[config.mk]
export PLATFORM = sky130hd
export DESIGN_NAME = alp_ctrl
export DESIGN_NICKNAME = d
export VERILOG_FILES = /design/src/hw/rtl/alp_pkg.sv /design/src/hw/rtl/alp_ctrl.sv
export SDC_FILE = /design/constraint.sdc
export NUM_CORES = 1
export LEC_CHECK = 0
export BUFFER_PORTS_ARGS = -buffer_cell sky130_fd_sc_hd__buf_2
export CAP_MARGIN = 10
export CELL_PAD_IN_SITES_DETAIL_PLACEMENT = 1
export CELL_PAD_IN_SITES_GLOBAL_PLACEMENT = 1
export CORE_MARGIN = 4
export CORE_UTILIZATION = 37
export CTS_CLUSTER_DIAMETER = 150
export DETAILED_ROUTE_END_ITERATION = 10
export PLACE_DENSITY = 0.89
export SLEW_MARGIN = 20
export SYNTH_ARGS = -nofsm -noshare
export SYNTH_HDL_FRONTEND = slang
export SYNTH_SLANG_ARGS = --single-unit
[constraint.sdc]
create_clock -name clock -period 2.35 [get_ports clock]
set_input_delay 0 -clock clock [delete_from_list [all_inputs] [get_ports clock]]
set_output_delay 0 -clock clock [all_outputs]
set_load 0.005 [all_outputs]
[src/hw/rtl/alp_pkg.sv]
// shared types and constants of the audio peak limiter
`timescale 1ns / 1ps
`default_nettype none

package alp_pkg;

   localparam int LANES      = 8;
   localparam int SAMPLE_W   = 16;
   localparam int GAIN_W     = 25;
   localparam int COEFF_W    = 24;
   localparam int CEIL_W     = 15;
   localparam int CHAN_W     = 4;
   localparam int IN_W       = LANES * SAMPLE_W;
   localparam int OUT_BITS   = LANES * SAMPLE_W + GAIN_W;
   localparam int OUT_W      = ((OUT_BITS + 7) / 8) * 8;
   localparam int GAIN_LSB   = LANES * SAMPLE_W;
   localparam int DIV_STEPS  = 24;
   localparam int CNT_W      = 5;
   localparam int LANE_IDX_W = $clog2(LANES);
   localparam int MUL_W      = 26;
   localparam int ACC_W      = 2 * MUL_W;

   localparam logic [GAIN_W-1:0]  UNITY_GAIN = 25'h100_0000;
   localparam logic [ACC_W-1:0]   HALF_LSB   = 52'h80_0000;

   localparam int CSR_IDX_W  = 4;
   localparam int CSR_DATA_W = 24;

   localparam logic [CSR_IDX_W-1:0] REG_ENABLE   = 4'd0;
   localparam logic [CSR_IDX_W-1:0] REG_CEILING  = 4'd1;
   localparam logic [CSR_IDX_W-1:0] REG_RELEASE  = 4'd2;
   localparam logic [CSR_IDX_W-1:0] REG_CHANNELS = 4'd3;

   localparam logic               RST_ENABLE   = 1'b1;
   localparam logic [CEIL_W-1:0]  RST_CEILING  = 15'd31656;
   localparam logic [COEFF_W-1:0] RST_RELEASE  = 24'd16770227;
   localparam logic [CHAN_W-1:0]  RST_CHANNELS = 4'd2;

   typedef logic signed [SAMPLE_W-1:0] sample_type;

   typedef struct packed {
      logic               enable;
      logic [CEIL_W-1:0]  ceiling;
      logic [COEFF_W-1:0] coeff;
      logic [CHAN_W-1:0]  channels;
   } cfg_type;

   typedef struct packed {
      logic capture;
      logic peak_step;
      logic div_init;
      logic div_step;
      logic gain_a;
      logic gain_b;
      logic gain_c;
      logic scale_step;
      logic load;
   } cmd_type;

   typedef struct packed {
      logic bypass;
      logic peak_last;
      logic need_div;
      logic div_last;
      logic snap;
      logic scale_last;
   } status_type;

endpackage

`default_nettype wire

[src/hw/rtl/alp_ctrl.sv]
// controller state machine of the audio peak limiter
`timescale 1ns / 1ps
`default_nettype none

module alp_ctrl (
   input  wire logic                 clock,
   input  wire logic                 reset,
   input  wire logic                 req_tvalid,
   output logic                      req_tready,
   output logic                      rsp_tvalid,
   input  wire logic                 rsp_tready,
   input  wire alp_pkg::status_type  status,
   output alp_pkg::cmd_type          cmd
);
   import alp_pkg::*;

   typedef enum logic [8:0] {
      ST_IDLE   = 9'b000000001,
      ST_PEAK   = 9'b000000010,
      ST_PREP   = 9'b000000100,
      ST_DIV    = 9'b000001000,
      ST_GAIN_A = 9'b000010000,
      ST_GAIN_B = 9'b000100000,
      ST_GAIN_C = 9'b001000000,
      ST_SCALE  = 9'b010000000,
      ST_DONE   = 9'b100000000
   } state_type;

   state_type state_ff;
   state_type state_in;
   logic      rsp_valid_ff;
   logic      rsp_valid_in;

   always_comb begin
      state_in = state_ff;
      cmd      = '0;
      unique case (state_ff)
         ST_IDLE: begin
            if (req_tvalid) begin
               cmd.capture = 1'b1;
               state_in    = ST_PEAK;
            end
         end
         ST_PEAK: begin
            if (status.bypass) begin
               state_in = ST_DONE;
            end else begin
               cmd.peak_step = 1'b1;
               if (status.peak_last) begin
                  state_in = ST_PREP;
               end
            end
         end
         ST_PREP: begin
            cmd.div_init = 1'b1;
            state_in     = status.need_div ? ST_DIV : ST_GAIN_A;
         end
         ST_DIV: begin
            cmd.div_step = 1'b1;
            if (status.div_last) begin
               state_in = ST_GAIN_A;
            end
         end
         ST_GAIN_A: begin
            cmd.gain_a = 1'b1;
            state_in   = status.snap ? ST_SCALE : ST_GAIN_B;
         end
         ST_GAIN_B: begin
            cmd.gain_b = 1'b1;
            state_in   = ST_GAIN_C;
         end
         ST_GAIN_C: begin
            cmd.gain_c = 1'b1;
            state_in   = ST_SCALE;
         end
         ST_SCALE: begin
            cmd.scale_step = 1'b1;
            if (status.scale_last) begin
               state_in = ST_DONE;
            end
         end
         ST_DONE: begin
            if (!rsp_valid_ff || rsp_tready) begin
               cmd.load = 1'b1;
               state_in = ST_IDLE;
            end
         end
         default: begin
            state_in = ST_IDLE;
         end
      endcase
   end

   assign rsp_valid_in = cmd.load | (rsp_valid_ff & ~rsp_tready);

   always_ff @(posedge clock) begin
      if (reset) begin
         state_ff     <= ST_IDLE;
         rsp_valid_ff <= 1'b0;
      end else begin
         state_ff     <= state_in;
         rsp_valid_ff <= rsp_valid_in;
      end
   end

   assign req_tready = state_ff == ST_IDLE;
   assign rsp_tvalid = rsp_valid_ff;

`ifndef SYNTHESIS
   a_accept_starts: assert property (@(posedge clock) disable iff (reset)
      (req_tvalid && req_tready) |=> state_ff == ST_PEAK)
      else $error("accepted transaction did not start peak search");

   a_no_overwrite: assert property (@(posedge clock) disable iff (reset)
      cmd.load |-> (!rsp_valid_ff || rsp_tready))
      else $error("result register loaded while holding a pending transaction");

   a_div_exit: assert property (@(posedge clock) disable iff (reset)
      (state_ff == ST_DIV && status.div_last) |=> state_ff == ST_GAIN_A)
      else $error("divider did not hand over to gain update");
`endif

endmodule

`default_nettype wire

==> impl_metrics.tcl, run 1 <==
set metrics [dict create \
    ys_async_sr_fraction_pct 0 \
    p_switching_mw 0.1005 \
    routed_wl_mm 1.997 \
    grt_pass1_vias 756 \
    cp.required_ns 2.35 \
    synth.largest_area_cell "dfxtp_1" \
    synthDominantCellAreaShare_pct 30.36 \
    worst-path-max-fanout 6 \
    io_pins 21 \
    cp_slowest_cell "nor4_4" \
    period_share_pct 74.14 \
    final_common_cell "buf_2" \
    clkPwrFrac_pct 31.8 \
    rows 14 \
    max_slew_margin_pct 72.24 \
    clock_path_buffers 2 \
    crit_path_end_kind "output pin" \
    final_cell_mix "buf_2, dfxtp_1, nor2_1, nand2_1, inv_1" \
    r2r-end "state_ff[2]$_SDFFE_PP0P_" \
    power_frac_comb_pct 18.6 \
    worst_pin_slew_ns 0.4132 \
    core_mm2 0.001594 \
    holdPathEnd "state_ff[8]$_SDFFE_PP0P_" \
    hpwl_mm 1.545 \
    drc 0 \
    startpoint_type "register" \
    r2r-start "state_ff[0]$_SDFFE_PP1P_" \
    hold_path_depth 3 \
    seqPwrFrac_pct 49.6 \
    cpPeakStageDelay_ns 0.42 \
    ant_nets 0 \
    leakage_nw 0.3662 \
    cts.clk_slew.worst_paths_ns 0.07 \
    rr_worst_depth 4 \
    grt_max_degree 11 \
    synth_seq_cells 10 \
    drv_slew 0 \
    numCtsBuffers 3 \
    p_total_mw 0.3657 \
    die_x_um 50.22 \
    cts_tree "done" \
    arrival_ns 1.74 \
    ys.warnings.count 0 \
    drive_above_1_share_pct 29.13 \
    postCtsSetupBuffers 0 \
    syn_area_per_cell_um2 8.347 \
    crit_family "simple AND/OR/NAND/NOR gates" \
    synth_area_um2 659.4 \
    rsz0062_at_grt "false" \
    fmax_ghz 0.5739 \
    timing_hold_violations_final 0 \
    die_h_um 50.22 \
    yosysSeqAreaShare_pct 30.36 \
    fin_tns_setup_ns 0 \
    p_per_area_mw_per_mm2 441.5 \
    outcome "finished clean" \
    drt_iter0_drc 15 \
    start_util_pct 41.37 \
    synthToLayoutAreaGrowth_pct 25.62 \
    skew_ns 0.005117 \
    grt-ovfl-total 0 \
    min_from "status[0]" \
    clock-sinks 10 \
    maxCapViolCount 0 \
    path_buf_inv 1 \
    synthDistinctLibCells 32 \
    p_int_mw 0.2651 \
    first_pass_iters 4 \
    fin_crit_ns 1.742 \
    path_class "register to output pin" \
    vias 693 \
    syn_nets 89 \
    vdd_ir_drop_max_uv 244.5 \
    setup_viol 0 \
    nets 115 \
    grt_util_all_layers_pct 18.53 \
    synth_edf_count 0 \
    clk_latency_ns 0.26 \
    root_buffer "clkbuf_4" \
    port_buffers 20 \
    diodes 0 \
    path_cells "nor4_4 > and2b_1 > nand2_1 > nor3b_1 > buf_2" \
    ys.flop_type "dfxtp_1" \
    gp_congestion 0.7942 \
    grt_pass1_wl_mm 3.560 \
    antenna_found_initial 0 \
    swShare_pct 27.50 \
    wire_per_inst_um 15.72 \
    via_per_inst 5.457 \
    rrSetupSlack_ns 0.76 \
    synth_area_leaders "dfxtp_1, nor4_4, nand2b_1, nor2_1, a31oi_1" \
    syn_inst 79 \
    fp.dieArea_mm2 0.002522 \
    h-tree-depth 1 \
    worstHoldPathType "input port to register" \
]
synthesized netlist by cell type, types with 2 or more instances:
cell type	n
o21ai_0	2
nand4b_1	2
nor3b_1	3
nand3_1	3
nand2b_1	5
a31oi_1	4
nor2_1	8
dfxtp_1	10
inv_1	6
nor3_1	4
a21oi_1	2
nand2_1	6
nor4_4	2
nor2b_1	3
o21a_1	2
worst min-delay path: stages:
cell and delay, ns:
buf_2 0.11, nand2_1 0.05, a31oi_1 0.06
metrics by stage:
| stage | utilization, % | instances | hold WS, ns | worst slack (ns) | area (um2) |
|---|---|---|---|---|---|
| 3_5_place_dp | 49.29 | 122 | 0.1867 | 0.7757 | 785.8 |
| 5_1_grt | 51.96 | 127 | 0.01763 | 0.4796 | 828.3 |
| 4_1_cts | 51.96 | 127 | 0.01529 | 0.6156 | 828.3 |
| 6_report | 51.96 | 127 | 0.02257 | 0.6077 | 828.3 |
| 2_1_floorplan | - | 79 | 0.06941 | 0.9925 | 659.4 |
| 3_3_place_gp | 49.29 | 122 | 0.1833 | 0.8785 | 785.8 |
routing by layer:
metal / vias to the layer above / routed length, um / GRT usage, % / share of wire (%)
li1: 344 / - / - / -
met1: 325 / 897 / 22.30 / 45
met4: 0 / 36 / 7.373 / 1.8
met2: 20 / 965 / 31.30 / 48
met5: - / 0 / 0 / 0
met3: 4 / 98 / 4.734 / 4.9
state kept, by name (all words and copies together), names as in the netlist:
| signal | count |
|---|---|
| rsp_tvalid | 1 |
| state_ff | 9 |
cell type report:
| class | instances | area [um2] |
|---|---|---|
| clock buffer | 3 | 22.52 |
| tap | 24 | 30.03 |
| inverter | 6 | 22.52 |
| sequential | 10 | 200.2 |
| multi-input combinational | 62 | 432.9 |
| timing repair buffer | 22 | 120.1 |
| fill | 210 | 765.7 |
power by group through the flow:
| stage | logic [mW] | registers, mW | clock network [mW] |
|---|---|---|---|
| 6_report | 0.0679 | 0.181 | 0.116 |
| 5_1_grt | 0.0740 | 0.182 | 0.131 |
| 4_1_cts | 0.0676 | 0.181 | 0.120 |
| 3_5_place_dp | 0.0640 | 0.185 | 0 |
| 3_3_place_gp | 0.0617 | 0.184 | 0 |
| 2_1_floorplan | 0.0400 | 0.183 | 0 |
worst max-delay path by stage:
stage,start,endpoint,slack [ns],cells after the start
2_1_floorplan,state_ff[0]$_SDFFE_PP1P_,state_ff[5]$_SDFFE_PP0P_,0.99,4
3_3_place_gp,state_ff[0]$_SDFFE_PP1P_,state_ff[2]$_SDFFE_PP0P_,0.88,4
3_5_place_dp,state_ff[0]$_SDFFE_PP1P_,state_ff[2]$_SDFFE_PP0P_,0.78,4
4_1_cts,state_ff[0]$_SDFFE_PP1P_,cmd[3],0.62,5
5_1_grt,state_ff[0]$_SDFFE_PP1P_,cmd[3],0.48,5
6_report,state_ff[0]$_SDFFE_PP1P_,cmd[3],0.61,5
cells by family after synthesis:
logic type	synth area share [%]
AO/OA/AOI/OAI	16.13
XOR/XNOR	1.329
buffers and inverters	3.984
flip-flops	30.36
AND/OR/NAND/NOR	48.20
repair_timing:
item,4_1_cts,5_1_grt
hold endpoints to repair,4,0
resized for setup,0,0
hold buffers,2,0
endpoints found under the setup margin,0,0
No activity file was read; power rests on OpenSTA's default activity.
==> inputs of run 2 (changes only) <==
--- a/config.mk
+++ b/config.mk
@@ -10,10 +10,10 @@
 export CELL_PAD_IN_SITES_DETAIL_PLACEMENT = 1
 export CELL_PAD_IN_SITES_GLOBAL_PLACEMENT = 1
 export CORE_MARGIN = 4
-export CORE_UTILIZATION = 37
+export CORE_UTILIZATION = 35
 export CTS_CLUSTER_DIAMETER = 150
 export DETAILED_ROUTE_END_ITERATION = 10
-export PLACE_DENSITY = 0.89
+export PLACE_DENSITY = 0.85
 export SLEW_MARGIN = 20
 export SYNTH_ARGS = -nofsm -noshare
 export SYNTH_HDL_FRONTEND = slang
==> constraint.sdc (replaced) <==
create_clock -name clock -period 1.7 [get_ports clock]
set_input_delay 0 -clock clock [delete_from_list [all_inputs] [get_ports clock]]
set_output_delay 0 -clock clock [all_outputs]
set_load 0.005 [all_outputs]
==> impl_metrics.tcl, run 2 (synthesis gave the netlist of run 1 again) <==
set metrics [dict create \
    outcome "finished, violations left" \
    violations "negative hold slack" \
    worst_pin_slew_ns 0.4217 \
    nets 118 \
    clock_path_buffers 2 \
    stdcell_count 132 \
    numCtsBuffers 3 \
    fp.dieArea_mm2 0.002642 \
    place_inst 123 \
    wl_met2_mm 1.081 \
    grt_max_degree 11 \
    drive_above_1_share_pct 36.45 \
    cpPeakStageDelay_ns 0.58 \
    io_pins 21 \
    worstHoldPathType "input port to register" \
    highest_layer "met4" \
    h-tree-depth 1 \
    n_fill_cell 240 \
    setup_viol 0 \
    startpoint_type "register" \
    grt-ovfl-total 0 \
    core_mm2 0.001764 \
    routed_wl_mm 2.154 \
    synthToLayoutAreaGrowth_pct 34.54 \
    grt_pass1_wl_mm 3.684 \
    leakage_nw 0.3898 \
    clock-sinks 10 \
    hold_ws_ns -0.003235 \
    path_cells "or4_1 > nor3_2 > buf_2" \
    final_common_cell "buf_2" \
    die_h_um 51.41 \
    via_per_inst 5.652 \
    grt_util_all_layers_pct 18.81 \
    gp_congestion 0.8257 \
    cts.clk_slew.worst_paths_ns 0.07 \
    fmax_ghz 0.6152 \
    fin_tns_setup_ns 0 \
    root_buffer "clkbuf_4" \
    vias 746 \
    top_register "state_ff" \
    drc 0 \
    worst-path-max-fanout 5 \
    timing_hold_violations_final 1 \
    p_per_area_mw_per_mm2 654.7 \
    max_slew_margin_pct 71.49 \
    skew_ns 0.001094 \
    ant_nets 0 \
    start_util_pct 37.38 \
    wire_per_inst_um 16.32 \
    diodes 0 \
    wl_met1_um 909 \
    die_x_um 51.41 \
    grt_pass1_vias 812 \
    path_class "register to output pin" \
    drt_iter0_drc 16 \
    largest_reg_flops 9 \
    maxCapViolCount 0 \
    period_share_pct 95.62 \
    fin_crit_ns 1.626 \
    port_buffers 20 \
    cts_tree "done" \
    first_pass_iters 5 \
    drv_slew 0 \
    arrival_ns 1.63 \
    hpwl_mm 1.503 \
    p_total_mw 0.5808 \
    cp.required_ns 1.70 \
    final_cell_mix "buf_2, nor2_1, dfxtp_1, nand2_1, inv_1" \
    rows 15 \
    crit_path_end_kind "output pin" \
    cp_slowest_cell "or4_1" \
    vdd_ir_drop_max_uv 375.2 \
    wl_met3_um 120 \
    clk_latency_ns 0.27 \
    antenna_found_initial 0 \
]
[run 2: changes by cell type in the layout (fill, tap and decap cells not counted)]
cell,previous run,this run
buf_4,0,3
dfxtp_1,10,7
dfxtp_2,0,3
and2b_1,1,0
and2b_2,0,1
clkbuf_8,0,1
nor3b_1,3,2
nor3b_2,1,2
o2111ai_2,1,0
o2111ai_4,0,1
[run 2: area by class of cell]
type,count,area (um2),area share (%)
Inverter,6,22.52,2.539
Sequential cell,10,203.9,22.99
Tap cell,25,31.28,3.526
Clock buffer,4,36.28,4.090
Timing Repair Buffer,25,142.6,16.08
Multi-Input combinational cell,62,450.4,50.78
[run 2: path summary, 6_finish.rpt]
| path | from | to | slack [ns] | cells past startpoint |
|---|---|---|---|---|
| worst max register to register | state_ff[6]$_SDFFE_PP0P_ | state_ff[4]$_SDFFE_PP0P_ | 0.11 | 5 |
| worst max-delay path | state_ff[7]$_SDFFE_PP0P_ | req_tready | 0.07 | 3 |
| worst min register to register | state_ff[2]$_SDFFE_PP0P_ | state_ff[3]$_SDFFE_PP0P_ | 0.60 | 2 |
| worst min-delay path | status[4] | state_ff[2]$_SDFFE_PP0P_ | -0.003 | 3 |
[run 2: repair_timing]
action | in CTS | in global routing
buffers inserted | 1 | 2
setup endpoints to repair | 1 | 10
hold endpoints to repair | 5 | 0
hold buffers | 2 | 0
gates resized for setup | 0 | 6
pin swaps | 1 | 2
[run 2: routing by layer]
metal / vias up / track usage, %
met4: 0 / 8.734
met3: 6 / 2.041
met1: 354 / 22.40
li1: 348 / -
met5: - / 0
met2: 38 / 33.26
[run 2: stage by stage]
stage          utilization [%]  worst slack (ns)  instance area [um2]
6_report                 50.28           0.07444                887.1
5_1_grt                  50.28          -0.02647                887.1
4_1_cts                  48.23           0.02568                850.8
3_5_place_dp             44.61            0.1336                787.0
3_3_place_gp             44.61            0.2102                787.0
2_1_floorplan                -            0.3425                659.4
[run 2: power breakdown]
part	total [mW]	internal (mW)	switching, mW
clock	0.226	0.130	0.0955
combinational	0.104	0.0506	0.0534
sequential	0.251	0.241	0.0105
[run 2: critical path, delay by kind of cell (launching register included)]
kind | cells | cell delay [ns]
simple gates | 2 | 0.82
flops | 1 | 0.37
buf+inv | 1 | 0.15
==> inputs of run 3 (changes only) <==
==> constraint.sdc (replaced) <==
create_clock -name clock -period 1.7 [get_ports clock]
set_input_delay 0.34 -clock clock [delete_from_list [all_inputs] [get_ports clock]]
set_output_delay 0.34 -clock clock [all_outputs]
set_load 0.005 [all_outputs]
==> impl_metrics.tcl, run 3 (synthesis gave the netlist of run 1 again) <==
set metrics [dict create \
    grt_pass1_vias 845 \
    clock_path_buffers 2 \
    placed_cell_area_um2 809.5 \
    fin_crit_ns 1.921 \
    grt-ovfl-total 0 \
    rsz0062_at_grt "true" \
    via_per_inst 5.456 \
    worstHoldPathType "input port to register" \
    nets 134 \
    hold_buffers 0 \
    grt_util_all_layers_pct 21.22 \
    rows 15 \
    vias 802 \
    setup_viol 10 \
    p_per_area_mw_per_mm2 520.5 \
    final_common_cell "buf_4" \
    path_cells "buf_4 > or4b_4 > nor3_4 > buf_2" \
    critPathCapture "req_tready" \
    maxCapViolCount 0 \
    clock-sinks 10 \
    post-route-util_pct 61.06 \
    ant_nets 0 \
    place_inst 126 \
    start_util_pct 37.38 \
    wire_per_inst_um 18.59 \
    crit_family "simple AND/OR/NAND/NOR gates" \
    seqPwrFrac_pct 44.6 \
    leakage_nw 0.4849 \
    skew_ns 0.006665 \
    stdcell_count 147 \
    swShare_pct 29.89 \
    cp_slowest_cell "or4b_4" \
    rrSetupSlack_ns 0.06 \
    startpoint_type "register" \
    grt_max_degree 11 \
    cts_tree "done" \
    r2r-end "state_ff[2]$_SDFFE_PP0P_" \
    first_pass_iters 4 \
    largest_reg_flops 9 \
    path_buf_inv 2 \
    vdd_ir_drop_max_uv 546.2 \
    fp.dieArea_mm2 0.002642 \
    worst-path-max-fanout 3 \
    outcome "finished, violations left" \
    timing_hold_violations_final 0 \
    drt_iter0_drc 10 \
    gp_congestion 0.7577 \
    worst_pin_slew_ns 0.4048 \
    core_mm2 0.001764 \
    diodes 0 \
    cpPeakStageDelay_ns 0.53 \
    setup_slack_ns -0.2205 \
    fin_tns_setup_ns -1.323 \
    clk_latency_ns 0.27 \
    rr_worst_depth 6 \
    die_h_um 51.41 \
    port_buffers 20 \
    r2r-start "state_ff[7]$_SDFFE_PP0P_" \
    final_cell_mix "buf_4, buf_2, nor2_1, inv_1" \
    fmax_ghz 0.5207 \
    die_x_um 51.41 \
    cts.clk_slew.worst_paths_ns 0.07 \
    crit_path_end_kind "output pin" \
    clkPwrFrac_pct 30.2 \
    synthToLayoutAreaGrowth_pct 63.38 \
    arrival_ns 1.58 \
    io_pins 21 \
    grt_pass1_wl_mm 4.071 \
    drv_slew 0 \
    stdcell_area_mm2 0.001077 \
    top_register "state_ff" \
    violations "negative setup slack" \
    cp.depth 4 \
    p_switching_mw 0.1676 \
    cp.required_ns 1.36 \
    hpwl_mm 1.583 \
    drc 0 \
    antenna_found_initial 0 \
    period_share_pct 113.0 \
    p_int_mw 0.3931 \
    crit_start "state_ff[2]$_SDFFE_PP0P_" \
    routed_wl_mm 2.733 \
    path_class "register to output pin" \
    power_frac_comb_pct 25.3 \
    numCtsBuffers 3 \
    max_slew_margin_pct 72.98 \
    drive_above_1_share_pct 58.20 \
    root_buffer "clkbuf_4" \
    h-tree-depth 1 \
]
==> run 3: how the worst min path moves through the flow <==
stage	startpoint	to	slack (ns)	cells after the start
floorplan	reset	state_ff[7]$_SDFFE_PP0P_	0.41	1
global placement	status[1]	state_ff[5]$_SDFFE_PP0P_	0.52	2
detailed placement	status[1]	state_ff[5]$_SDFFE_PP0P_	0.53	2
CTS	status[1]	state_ff[5]$_SDFFE_PP0P_	0.23	2
global route	status[1]	state_ff[5]$_SDFFE_PP0P_	0.28	2
finish	status[1]	state_ff[5]$_SDFFE_PP0P_	0.27	2
==> run 3: worst reg2reg max path, stage by stage, from the launching register on <==
cell and delay (ns):
dfxtp_4 0.37, nor4_4 0.37, buf_4 0.18, buf_4 0.11, nand4_1 0.19, o2111ai_4 0.20
nor4_1 0.09
==> run 3: what timing repair did <==
action,4_1_cts,5_1_grt
cloned,0,0
endpoints found under the hold margin,0,0
buffers inserted,11,8
pin swaps,4,12
endpoints found under the setup margin,10,16
gates resized for setup,15,14
==> run 3: through the flow <==
| step | hold WS, ns | worst slack, ns | power, mW |
|---|---|---|---|
| floorplan | 0.4094 | 0.1845 | 0.3077 |
| global route | 0.2821 | -0.3171 | 0.5913 |
| global placement | 0.5188 | 0.1053 | 0.3428 |
| CTS | 0.2335 | -0.1803 | 0.5353 |
| detailed placement | 0.5272 | 0.06469 | 0.3472 |
| finish | 0.2724 | -0.2205 | 0.5607 |
==> run 3: layer usage <==
layer  global-route usage [%]  vias up  wire, um
met1                    25.35      389      1253
met2                    37.08       26      1320
met3                    2.332        7        84
met4                    10.48        0        74
met5                        0        -         0
li1                         -      380         -
==> run 3: power groups by stage <==
stage | clock [mW] | combinational, mW | sequential (mW)
4_1_cts | 0.168 | 0.118 | 0.249
5_1_grt | 0.189 | 0.151 | 0.251
3_3_place_gp | 0 | 0.0891 | 0.254
2_1_floorplan | 0 | 0.0553 | 0.252
6_report | 0.169 | 0.142 | 0.250
3_5_place_dp | 0 | 0.0920 | 0.255
==> run 3: layout make-up <==
class	instances	area, um2
clock buffers	3	22.52
inverters	6	22.52
repair buffers	41	257.7
well taps	25	31.28
flip-flops and latches	10	220.2
fillers	228	686.9
multi-input cells	62	523.0
